==> src/sv/cel_pkg.sv <==
// shared types and constants for the circular event log
package cel_pkg;

  // log geometry
  localparam int LOG_DEPTH   = 16;
  localparam int RECORD_BITS = 64;
  localparam int IDX_W       = $clog2(LOG_DEPTH);
  localparam int CNT_W       = $clog2(LOG_DEPTH + 1);
  localparam int PTR_W       = CNT_W + 1;

  // fixed field widths of the item interface
  localparam int DATA_W      = 64;
  localparam int OUT_CNT_W   = 5;
  localparam int OVF_W       = 16;
  localparam logic [OVF_W-1:0] OVF_MAX = '1;

  // action codes
  localparam logic [1:0] ACT_ADD   = 2'd0;
  localparam logic [1:0] ACT_CLEAR = 2'd1;
  localparam logic [1:0] ACT_DUMP  = 2'd2;

  typedef struct packed {
    logic [1:0]        action;
    logic [DATA_W-1:0] record_data;
  } in_item_t;

  typedef struct packed {
    logic                 record_valid;
    logic [DATA_W-1:0]    record_out;
    logic                 last;
    logic [OUT_CNT_W-1:0] stored_count;
    logic                 full_seen;
    logic [OVF_W-1:0]     overflow_total;
  } out_item_t;

  // controller to datapath commands
  typedef struct packed {
    logic status_issue;
    logic dump_start;
    logic dump_read;
  } cel_cmd_t;

  // datapath to controller status
  typedef struct packed {
    logic empty;
    logic final_read;
  } cel_stat_t;

endpackage

==> src/sv/circular_event_log_unit.sv <==
// circular event log top level: add, clear and dump of a ring of event records
// add, clear or an empty dump: one result in the cycle after the transfer; a new item each cycle when not busy
// dump of n records: busy while they are read, one record a cycle from the single memory read port,
// first record after the state register and then the record register, last flagged; next item taken as the last shows
// results cannot be stalled: each is on the ports for one cycle with out_strobe
// reset clears index, count, full flag, overflow counter and mode; record memory is not cleared
module circular_event_log_unit import cel_pkg::*; (
  input  logic      clk,
  input  logic      rst_n,
  input  logic      start,
  output logic      busy,
  input  in_item_t  in_item,
  input  logic      cfg_we,
  input  logic      cfg_wdata,
  output logic      out_strobe,
  output out_item_t out_item
);

  cel_cmd_t  cmd;
  cel_stat_t stat;

  // sequencing of items and dumps
  cel_ctrl u_ctrl (
    .clk    (clk),
    .rst_n  (rst_n),
    .start  (start),
    .action (in_item.action),
    .stat   (stat),
    .busy   (busy),
    .cmd    (cmd)
  );

  // storage, counters and result register
  cel_dpath u_dpath (
    .clk        (clk),
    .rst_n      (rst_n),
    .in_item    (in_item),
    .cfg_we     (cfg_we),
    .cfg_wdata  (cfg_wdata),
    .cmd        (cmd),
    .stat       (stat),
    .out_strobe (out_strobe),
    .out_item   (out_item)
  );

endmodule

==> src/sv/cel_ctrl.sv <==
// controller state machine for the circular event log
module cel_ctrl import cel_pkg::*; (
  input  logic       clk,
  input  logic       rst_n,
  input  logic       start,
  input  logic [1:0] action,
  input  cel_stat_t  stat,
  output logic       busy,
  output cel_cmd_t   cmd
);

  typedef enum logic [1:0] {
    ST_IDLE = 2'b01,
    ST_DUMP = 2'b10
  } state_t;

  state_t state_r, state_nxt;
  logic   accept;
  logic   dump_go;

  // input transfer and dump launch
  assign busy    = (state_r == ST_DUMP);
  assign accept  = start && !busy;
  assign dump_go = accept && (action == ACT_DUMP) && !stat.empty;

  // commands
  always_comb begin
    cmd.status_issue = accept && !dump_go;
    cmd.dump_start   = dump_go;
    cmd.dump_read    = (state_r == ST_DUMP);
  end

  // next state
  always_comb begin
    state_nxt = state_r;
    case (state_r)
      ST_IDLE: begin
        if (dump_go) state_nxt = ST_DUMP;
      end
      ST_DUMP: begin
        if (stat.final_read) state_nxt = ST_IDLE;
      end
      default: state_nxt = ST_IDLE;
    endcase
  end

  always_ff @(posedge clk) begin
    if (!rst_n) begin
      state_r <= ST_IDLE;
    end else begin
      state_r <= state_nxt;
    end
  end

endmodule

==> src/sv/cel_dpath.sv <==
// datapath of the circular event log: record memory, counters, result register
module cel_dpath import cel_pkg::*; (
  input  logic      clk,
  input  logic      rst_n,
  input  in_item_t  in_item,
  input  logic      cfg_we,
  input  logic      cfg_wdata,
  input  cel_cmd_t  cmd,
  output cel_stat_t stat,
  output logic      out_strobe,
  output out_item_t out_item
);

  logic [RECORD_BITS-1:0] mem [LOG_DEPTH];

  logic             mode_r;
  logic [IDX_W-1:0] wr_idx_r, wr_idx_nxt;
  logic [CNT_W-1:0] cnt_r, cnt_nxt;
  logic             full_r, full_nxt;
  logic [OVF_W-1:0] ovf_r, ovf_nxt;
  logic [IDX_W-1:0] rd_ptr_r, rd_ptr_nxt;
  logic [CNT_W-1:0] rem_r, rem_nxt;

  logic                   strobe_r;
  logic [RECORD_BITS-1:0] rec_r;
  logic                   rec_valid_r;
  logic                   last_r;
  logic [CNT_W-1:0]       out_cnt_r;
  logic                   out_full_r;
  logic [OVF_W-1:0]       out_ovf_r;

  logic             is_full;
  logic             mem_we;
  logic [PTR_W-1:0] ptr_sum;
  logic [IDX_W-1:0] ptr_start;

  assign stat.empty      = (cnt_r == '0);
  assign stat.final_read = (rem_r == CNT_W'(1));
  assign is_full         = (cnt_r == CNT_W'(LOG_DEPTH));

  // oldest record position: write index minus count, modulo depth
  assign ptr_sum   = PTR_W'(wr_idx_r) + PTR_W'(LOG_DEPTH) - PTR_W'(cnt_r);
  assign ptr_start = (ptr_sum >= PTR_W'(LOG_DEPTH)) ? IDX_W'(ptr_sum - PTR_W'(LOG_DEPTH))
                                                   : IDX_W'(ptr_sum);

  // log state update per accepted item
  always_comb begin
    wr_idx_nxt = wr_idx_r;
    cnt_nxt    = cnt_r;
    full_nxt   = full_r;
    ovf_nxt    = ovf_r;
    mem_we     = 1'b0;
    if (cmd.status_issue) begin
      case (in_item.action)
        ACT_ADD: begin
          if (is_full && ovf_r != OVF_MAX) ovf_nxt = ovf_r + OVF_W'(1);
          if (!(is_full && mode_r)) begin
            mem_we     = 1'b1;
            wr_idx_nxt = (wr_idx_r == IDX_W'(LOG_DEPTH - 1)) ? '0 : wr_idx_r + IDX_W'(1);
            if (!is_full) cnt_nxt = cnt_r + CNT_W'(1);
            if (cnt_nxt == CNT_W'(LOG_DEPTH)) full_nxt = 1'b1;
          end
        end
        ACT_CLEAR: begin
          wr_idx_nxt = '0;
          cnt_nxt    = '0;
          full_nxt   = 1'b0;
          ovf_nxt    = '0;
        end
        default: ;
      endcase
    end
  end

  // dump read pointer and remaining count
  always_comb begin
    rd_ptr_nxt = rd_ptr_r;
    rem_nxt    = rem_r;
    if (cmd.dump_start) begin
      rd_ptr_nxt = ptr_start;
      rem_nxt    = cnt_r;
    end else if (cmd.dump_read) begin
      rd_ptr_nxt = (rd_ptr_r == IDX_W'(LOG_DEPTH - 1)) ? '0 : rd_ptr_r + IDX_W'(1);
      rem_nxt    = rem_r - CNT_W'(1);
    end
  end

  // control and counter registers
  always_ff @(posedge clk) begin
    if (!rst_n) begin
      mode_r   <= 1'b0;
      wr_idx_r <= '0;
      cnt_r    <= '0;
      full_r   <= 1'b0;
      ovf_r    <= '0;
      rd_ptr_r <= '0;
      rem_r    <= '0;
      strobe_r <= 1'b0;
    end else begin
      if (cfg_we) mode_r <= cfg_wdata;
      wr_idx_r <= wr_idx_nxt;
      cnt_r    <= cnt_nxt;
      full_r   <= full_nxt;
      ovf_r    <= ovf_nxt;
      rd_ptr_r <= rd_ptr_nxt;
      rem_r    <= rem_nxt;
      strobe_r <= cmd.status_issue || cmd.dump_read;
    end
  end

  // record memory with registered read into the result register
  always_ff @(posedge clk) begin
    if (mem_we) mem[wr_idx_r] <= in_item.record_data[RECORD_BITS-1:0];
    if (cmd.dump_read) begin
      rec_r <= mem[rd_ptr_r];
    end else if (cmd.status_issue) begin
      rec_r <= '0;
    end
  end

  // result fields, status taken after the step
  always_ff @(posedge clk) begin
    if (cmd.status_issue || cmd.dump_read) begin
      rec_valid_r <= cmd.dump_read;
      last_r      <= cmd.status_issue || stat.final_read;
      out_cnt_r   <= cnt_nxt;
      out_full_r  <= full_nxt;
      out_ovf_r   <= ovf_nxt;
    end
  end

  assign out_strobe              = strobe_r;
  assign out_item.record_valid   = rec_valid_r;
  assign out_item.record_out     = DATA_W'(rec_r);
  assign out_item.last           = last_r;
  assign out_item.stored_count   = OUT_CNT_W'(out_cnt_r);
  assign out_item.full_seen      = out_full_r;
  assign out_item.overflow_total = out_ovf_r;

endmodule
==> config.mk <==
export PLATFORM = sky130hd
export DESIGN_NAME = circular_event_log_unit
export DESIGN_NICKNAME = d
export VERILOG_FILES = /design/src/sv/cel_pkg.sv /design/src/sv/circular_event_log_unit.sv /design/src/sv/cel_ctrl.sv /design/src/sv/cel_dpath.sv
export SDC_FILE = /design/constraint.sdc
export NUM_CORES = 1
export LEC_CHECK = 0
export BUFFER_PORTS_ARGS = -buffer_cell sky130_fd_sc_hd__buf_4
export CORE_ASPECT_RATIO = 1.2
export CORE_UTILIZATION = 56
export CTS_CLUSTER_DIAMETER = 150
export DETAILED_ROUTE_END_ITERATION = 7
export GPL_TIMING_DRIVEN = 0
export PLACE_DENSITY_LB_ADDON = 0.08
export SLEW_MARGIN = 40
export SYNTH_ARGS = -nofsm -noshare
export SYNTH_HDL_FRONTEND = slang
export SYNTH_SLANG_ARGS = --single-unit
==> constraint.sdc <==
create_clock -name clk -period 7.75 [get_ports clk]
set_input_delay 0.3875 -clock clk [delete_from_list [all_inputs] [get_ports clk]]
set_output_delay 0.3875 -clock clk [all_outputs]
set_load 0.005 [all_outputs]
==> results by group, run 1 <==
Run status
  – Status: finished, final reports clean

Power and ir drop
  – Total power: 12.47 mW
  – Max VDD drop: 0.2023 mV
  – Power Density: 238.6 nW/um2
  – Lkg Pwr: 16.70 nW

Timing
  – Setup TNS: 0 ps
  – Final Critical Period: 4198 ps
  – Fmax: 238.2 MHz
  – Unrepaired setup endpoints after global routing: false
  – Hold Vio Cnt, Final: 0
  – Period utilization: 0.5417
  – Slew @ Worst Pin: 897.6 ps
  – Final Skew: 25.17 ps
  – Final Slew Violations: 0
  – Setup violators final: 0
  – Slew margin rel.: 0.4016

Worst setup path
  – Slowest-stage cell, CP: dfxtp_1
  – Reg2Reg Depth: 12
  – Crit start category: register
  – Crit path top cell by count: buf_2
  – Crit path max fanout: 7
  – Buf+Inv Stages, Crit Path: 7
  – Crit-path cells: inv_1 -> ha_1 -> and4bb_2 -> a211oi_1 -> nand2_1 -> nor3_2 -> buf_4 -> buf_2 -> buf_2 -> buf_4 -> buf_2 -> buf_2
  – CP peak stage delay: 500 ps
  – Critical path class: reg -> reg
  – R2R Path Start: u_dpath.cnt_r[1]
  – Worst path top cell family by delay: buffers and inverters
  – Setup crit start: u_dpath.cnt_r[1]
  – Critical path data arrival time: 4560 ps
  – Crit path capture type: register
  – CP required: 8110 ps
  – CP Depth: 12

Yosys
  – Synth Area per Inst: 22.14 um2
  – Library cells used by synthesis: 60
  – Top cells by area, synth: edfxtp_1 76%, mux4_2 13%, mux2i_1 2.9%
  – Cells after Synth: 1980
  – Post-synth top flop: edfxtp_1
  – Fraction of registers with async set/reset: 0
  – #FFs+latches synth: 1155
  – Area leader, netlist: edfxtp_1
  – Seq/Total Area, Yosys: 0.7815
  – Syn. warnings: 0
  – Post-synth EDFFs: 1112
  – Mapped Area: 43830 um2
  – Top-area cell type share of the netlist area: 0.7618
  – Mapped Nets: 2065

Final layout
  – Cell area after layout: 52290 um2
  – Final design utilization: 0.6736
  – Register Area: 34250 um2
  – Area Overhead vs Synth: 19.30%
  – Fillers: 5029
  – Diodes inserted: 0
  – Multi-input gate area: 9190 um2
  – Nets: 2510
  – Share of cells above drive strength 1: 0.3161

Drt
  – Initial DRC count: 1921
  – Avg Vias per Cell: 6.028
  – Via count: 21350
  – First-pass DRT Iterations: 5
  – Wire per inst: 27.63 um
  – DRC viols: 0
  – Final wirelength: 97.84 mm
  – Antenna-violating nets left: 0

Worst hold path
  – Hold Path Stages: 1
  – Tightest Hold Check Type: in -> reg
  – Hold Crit Start: in_item[6]

Job
  – Max-cap violations: 0

CTS
  – PostCTS Resize Cnt: 0
  – Clk_lat worst skew: 680 ps
  – H-tree levels: 3
  – Total setup buffers inserted after CTS: 0
  – Num CTS Buffers: 106
  – Maximum root-to-sink buffer count: 3
  – TritonCTS clock tree: built
  – Clock tree root driver cell: clkbuf_16
  – Clock transition at path regs: 70 ps
  – CTS Hold Buffers Added: 57
  – CTS sink cnt: 1155

Global routing
  – Number of global-route vias before repair: 22260
  – Global route overflow: 0
  – Met3 GRT Util: 0.03575
  – Total GRT Usage: 0.2513
  – First-pass GRT wire length: 143.8 mm
  – Met1 Usage GRT: 0.3426
  – Gr busiest metal: met2
  – Largest net degree at the start of global routing: 39
  – Initial antenna violation count: 3
  – Grt met2 use: 0.4297

Placement
  – Routability cong.: 0.8096
  – Post-DP Area: 48170 um2
  – IO buf count: 160
  – Detail Placement HPWL: 64.42 mm

Floorplan
  – Core ar.: 77630 um2
  – Die H: 308.5 um
  – Die X-Extent: 257.4 um
  – Rows: 112
  – Initial Util: 0.5646
  – Ports: 161
  – Die area: 79400 um2
## worst paths after layout
kind	to	slack [ps]
max	u_dpath.mem[3][41]	3550
max reg2reg	u_dpath.mem[3][41]	3550
min reg2reg	u_dpath.rem_r[2]	510
min	u_dpath.mem[9][6]	40
## area by class of cell
class / instances / share of cell area
sequential: 1155 / 0.6550
multi-input combinational: 705 / 0.1757
timing repair buffer: 337 / 0.06657
clock buffer: 130 / 0.05546
tap: 1026 / 0.02455
clock inverter: 68 / 0.01235
buffer: 103 / 0.009069
inverter: 17 / 0.001220
## metal layers
layer / vias to the layer above / wire (um)
li1: 9198 / -
met1: 11380 / 40260
met2: 624 / 50600
met3: 141 / 5111
met4: 6 / 1832
met5: - / 35
## sequential cells by signal, indices dropped and copies added (netlist names), 2 cells and up, named ones only
register and count:
u_dpath.mem 1024, u_dpath.rec_r 64, u_dpath.out_ovf_r 16, u_dpath.ovf_r 16, u_dpath.cnt_r 5, u_dpath.out_cnt_r 5
u_dpath.rem_r 5, u_dpath.rd_ptr_r 4, u_dpath.wr_idx_r 4, u_ctrl.state_r 2
## worst reg2reg max path: cells and delay by family (launching register included)
family	cells	cell delay (ps)
AO/OA/AOI/OAI	1	500
adder cells (fa/ha/maj)	1	270
buffers and inverters	7	1610
flip-flops	1	500
AND/OR/NAND/NOR	3	1020
## synth_stat cells (all sizes together) (3+ instances only)
master / count
xor2: 7
buf: 52
nand2: 29
nor2: 59
o21ai: 13
and2: 10
ha: 13
and3: 10
xnor2: 15
clkbuf: 51
nand4: 12
a21oi: 9
edfxtp: 1112
mux2i: 129
o311ai: 3
a31oi: 3
inv: 17
nor2b: 3
nand2b: 8
mux4: 256
dfxtp: 43
nor3: 10
nand3: 7
a211oi: 7
nor4: 7
o22ai: 66
## cells in the final DEF (no fill, tap or decap), types with 9 or more instances in the layout
cell / synthesis / layout
a21oi_1: 9 / 9
and2_1: 10 / 10
buf_16: 0 / 31
buf_2: 31 / 64
buf_4: 3 / 199
buf_8: 0 / 29
bufinv_16: 0 / 11
clkbuf_1: 51 / 53
clkbuf_16: 0 / 112
clkbuf_2: 0 / 13
clkinv_1: 0 / 13
clkinv_2: 0 / 28
dfxtp_1: 43 / 43
dlygate4sd3_1: 0 / 57
edfxtp_1: 1112 / 1112
ha_1: 13 / 13
inv_1: 17 / 17
mux2i_1: 129 / 129
mux4_2: 256 / 256
nand2_1: 29 / 27
nand4_1: 11 / 11
nor2_1: 59 / 47
nor2_4: 0 / 12
o21ai_0: 13 / 13
o22ai_1: 66 / 66
xnor2_1: 15 / 15
## power by group
group | internal, mW | total [mW] | switching [mW]
sequential | 6.87 | 6.88 | 0.0126
combinational | 0.126 | 0.295 | 0.169
clock | 3.03 | 5.30 | 2.27
total | 10.0 | 12.5 | 2.45
## logic make-up after synthesis
family,synth area share
XOR/XNOR,0.004396
AO/OA/AOI/OAI,0.01793
flip-flops,0.7815
adder cells (fa/ha/maj),0.004168
multiplexers,0.1610
AND/OR/NAND/NOR,0.01944
buffers and inverters,0.01159
## metrics by stage
step	setup WS (ps)	hold WS (ps)	cells
2_1_floorplan	1245	438.8	1980
3_3_place_gp	-4740	481.4	3166
3_5_place_dp	3559	505.5	3286
4_1_cts	3536	2.299	3541
5_1_grt	3283	22.94	3541
6_report	3552	40.47	3541
(Power assumes the default switching activity.)
==> inputs of run 2 (changes only) <==
clock period = 4.15 ns   (was 7.75 ns; I/O delays follow)
==> results by group, run 2 (same netlist as run 1, synthesis figures left out) <==
Final layout
  – Fillers: 5017
  – Top reg by flops: u_dpath.mem
  – Most common cell after layout, fill and taps aside: edfxtp_1
  – Area Overhead vs Synth: 19.77%
  – Non-Filler Instances: 3533
  – Most frequent cells in the layout: 1112 x edfxtp_1, 256 x mux4_2, 167 x buf_4, 129 x mux2i_1, 111 x clkbuf_16
  – Share of cells above drive strength 1: 0.3032
  – Nets: 2501
  – Diodes inserted: 0
  – Biggest regs: u_dpath.mem: 1024 flops, u_dpath.rec_r: 64 flops
  – Max FFs per register: 1024

Worst setup path
  – R2r endpoint: u_dpath.mem[2][30]
  – Reg2Reg Setup Slack: 380 ps
  – CP required: 4510 ps
  – Crit path max fanout: 10
  – R2R Path Start: u_dpath.cnt_r[1]
  – Critical path class: reg -> reg
  – Critical path data arrival time: 4130 ps
  – Reg2Reg Depth: 9
  – Crit start category: register
  – Crit path capture type: register

Timing
  – Hold Vio Cnt, Final: 0
  – Period utilization: 0.9090
  – Final Skew: 20.00 ps
  – Slew margin rel.: 0.3811
  – Final Slew Violations: 0
  – Unrepaired setup endpoints after global routing: false
  – Slew @ Worst Pin: 928.3 ps
  – Setup violators final: 0
  – Final Critical Period: 3773 ps
  – Fmax: 265.1 MHz
  – Min setup slack post-route: 377.5 ps

Worst hold path
  – Tightest Hold Check Type: in -> reg
  – Hold path endpoint: u_dpath.wr_idx_r[1]
  – Hold Path Stages: 5
  – Hold Crit Start: in_item[65]

Placement
  – Post-Place Worst Slack: 428.1 ps
  – IO buf count: 160
  – Routability cong.: 0.8420
  – # placed instances: 3262
  – Detail Placement HPWL: 63.71 mm

Drt
  – DRC viols: 0
  – First-pass DRT Iterations: 8
  – Avg Vias per Cell: 6.055
  – Top Metal Used: met5
  – Initial DRC count: 2019
  – Metal3 WL: 5.716 mm
  – Via count: 21390
  – Wire per inst: 27.81 um
  – Final wirelength: 98.27 mm
  – Antenna-violating nets left: 0
  – Met1 Wirelength: 39.49 mm
  – Met2 routed WL: 51.00 mm

Global routing
  – First-pass GRT wire length: 143.7 mm
  – Global route overflow: 0
  – Initial antenna violation count: 2
  – Number of global-route vias before repair: 22140
  – Largest net degree at the start of global routing: 39
  – Total GRT Usage: 0.2517

Power and ir drop
  – Sw frac: 0.1960
  – Max VDD drop: 0.3993 mV
  – Clock Power Share: 0.423
  – Sw Pwr: 4.559 mW
  – Lkg Pwr: 16.61 nW
  – Power Density: 443.0 nW/um2
  – Int Pwr: 18.70 mW
  – Combinational share of power: 0.024
  – Sequential Power Share: 0.553

Run status
  – Status: finished, final reports clean

CTS
  – Clock transition at path regs: 60 ps
  – Clk_lat worst skew: 670 ps
  – Maximum root-to-sink buffer count: 3
  – CTS sink cnt: 1155
  – Clock tree root driver cell: clkbuf_16
  – Num CTS Buffers: 108
  – Total setup buffers inserted after CTS: 0
  – TritonCTS clock tree: built
  – H-tree levels: 3

Floorplan
  – Ports: 161
  – Die area: 79400 um2
  – Initial Util: 0.5646
  – Core ar.: 77630 um2
  – Die X-Extent: 257.4 um
  – Die H: 308.5 um
  – Rows: 112

Job
  – Max-cap violations: 0
## run 2: routing by layer
layer  up-vias  track usage
li1       9188            -
met1     11310       0.3358
met2       759       0.4343
met3       133      0.03830
met4         2      0.07032
met5         -            0
## run 2: worst max-delay path: stages (launching register included)
cell      delay [ps]
dfxtp_1          480
inv_1            180
ha_1             280
and4bb_2         320
a211oi_1         570
nand2_1          400
nor3_4           550
buf_6            240
buf_6            190
buf_4            240
## run 2: power groups by stage
stage	Sequential, mW	Combinational [mW]	Clock (mW)
3_5_place_dp	13.1	0.513	0
3_3_place_gp	13.1	0.473	0
5_1_grt	12.9	0.608	10.4
4_1_cts	12.9	0.571	9.97
2_1_floorplan	13.1	0.186	0
6_report	12.9	0.564	9.84
## run 2: worst max path at each step
| stage | start | to | slack [ps] | cells past startpoint |
|---|---|---|---|---|
| global placement | u_dpath.cnt_r[1] | u_dpath.mem[11][39] | -4420 | 6 |
| floorplan | u_dpath.cnt_r[1] | u_dpath.mem[12][0] | -640 | 6 |
| finish | u_dpath.cnt_r[1] | u_dpath.mem[2][30] | 380 | 9 |
| CTS | u_dpath.cnt_r[0] | u_dpath.mem[2][30] | 400 | 9 |
| detailed placement | u_dpath.cnt_r[1] | u_dpath.mem[2][40] | 430 | 9 |
| global route | u_dpath.cnt_r[0] | u_dpath.mem[2][30] | 140 | 9 |
## run 2: metrics by stage
step           power, mW  setup TNS, ps  utilization  cell area (um2)  hold WS (ps)
2_1_floorplan      13.30        -474190            -            43860         306.4
3_3_place_gp       13.59       -3983850       0.5969            46340         471.2
3_5_place_dp       13.61              0       0.6217            48260         479.9
4_1_cts            23.40              0       0.6761            52490         78.74
5_1_grt            23.86              0       0.6762            52500         168.7
6_report           23.26              0       0.6762            52500         107.8
## run 2: repair_timing
| item | in CTS | in global routing |
|---|---|---|
| endpoints found under the hold margin | 1038 | 0 |
| hold buffers | 69 | 0 |
| resized for setup | 0 | 0 |
## run 2: area by class of cell
| type | count | area (um2) | area share |
|---|---|---|---|
| flip-flops and latches | 1155 | 34250 | 0.6525 |
| multi-input cells | 705 | 9215 | 0.1755 |
| repair buffers | 326 | 3679 | 0.07007 |
| clock buffers | 131 | 2883 | 0.05491 |
| well taps | 1026 | 1284 | 0.02445 |
| clock inverters | 70 | 649.4 | 0.01237 |
| plain buffers | 103 | 471.7 | 0.008985 |
| inverters | 17 | 63.81 | 0.001216 |
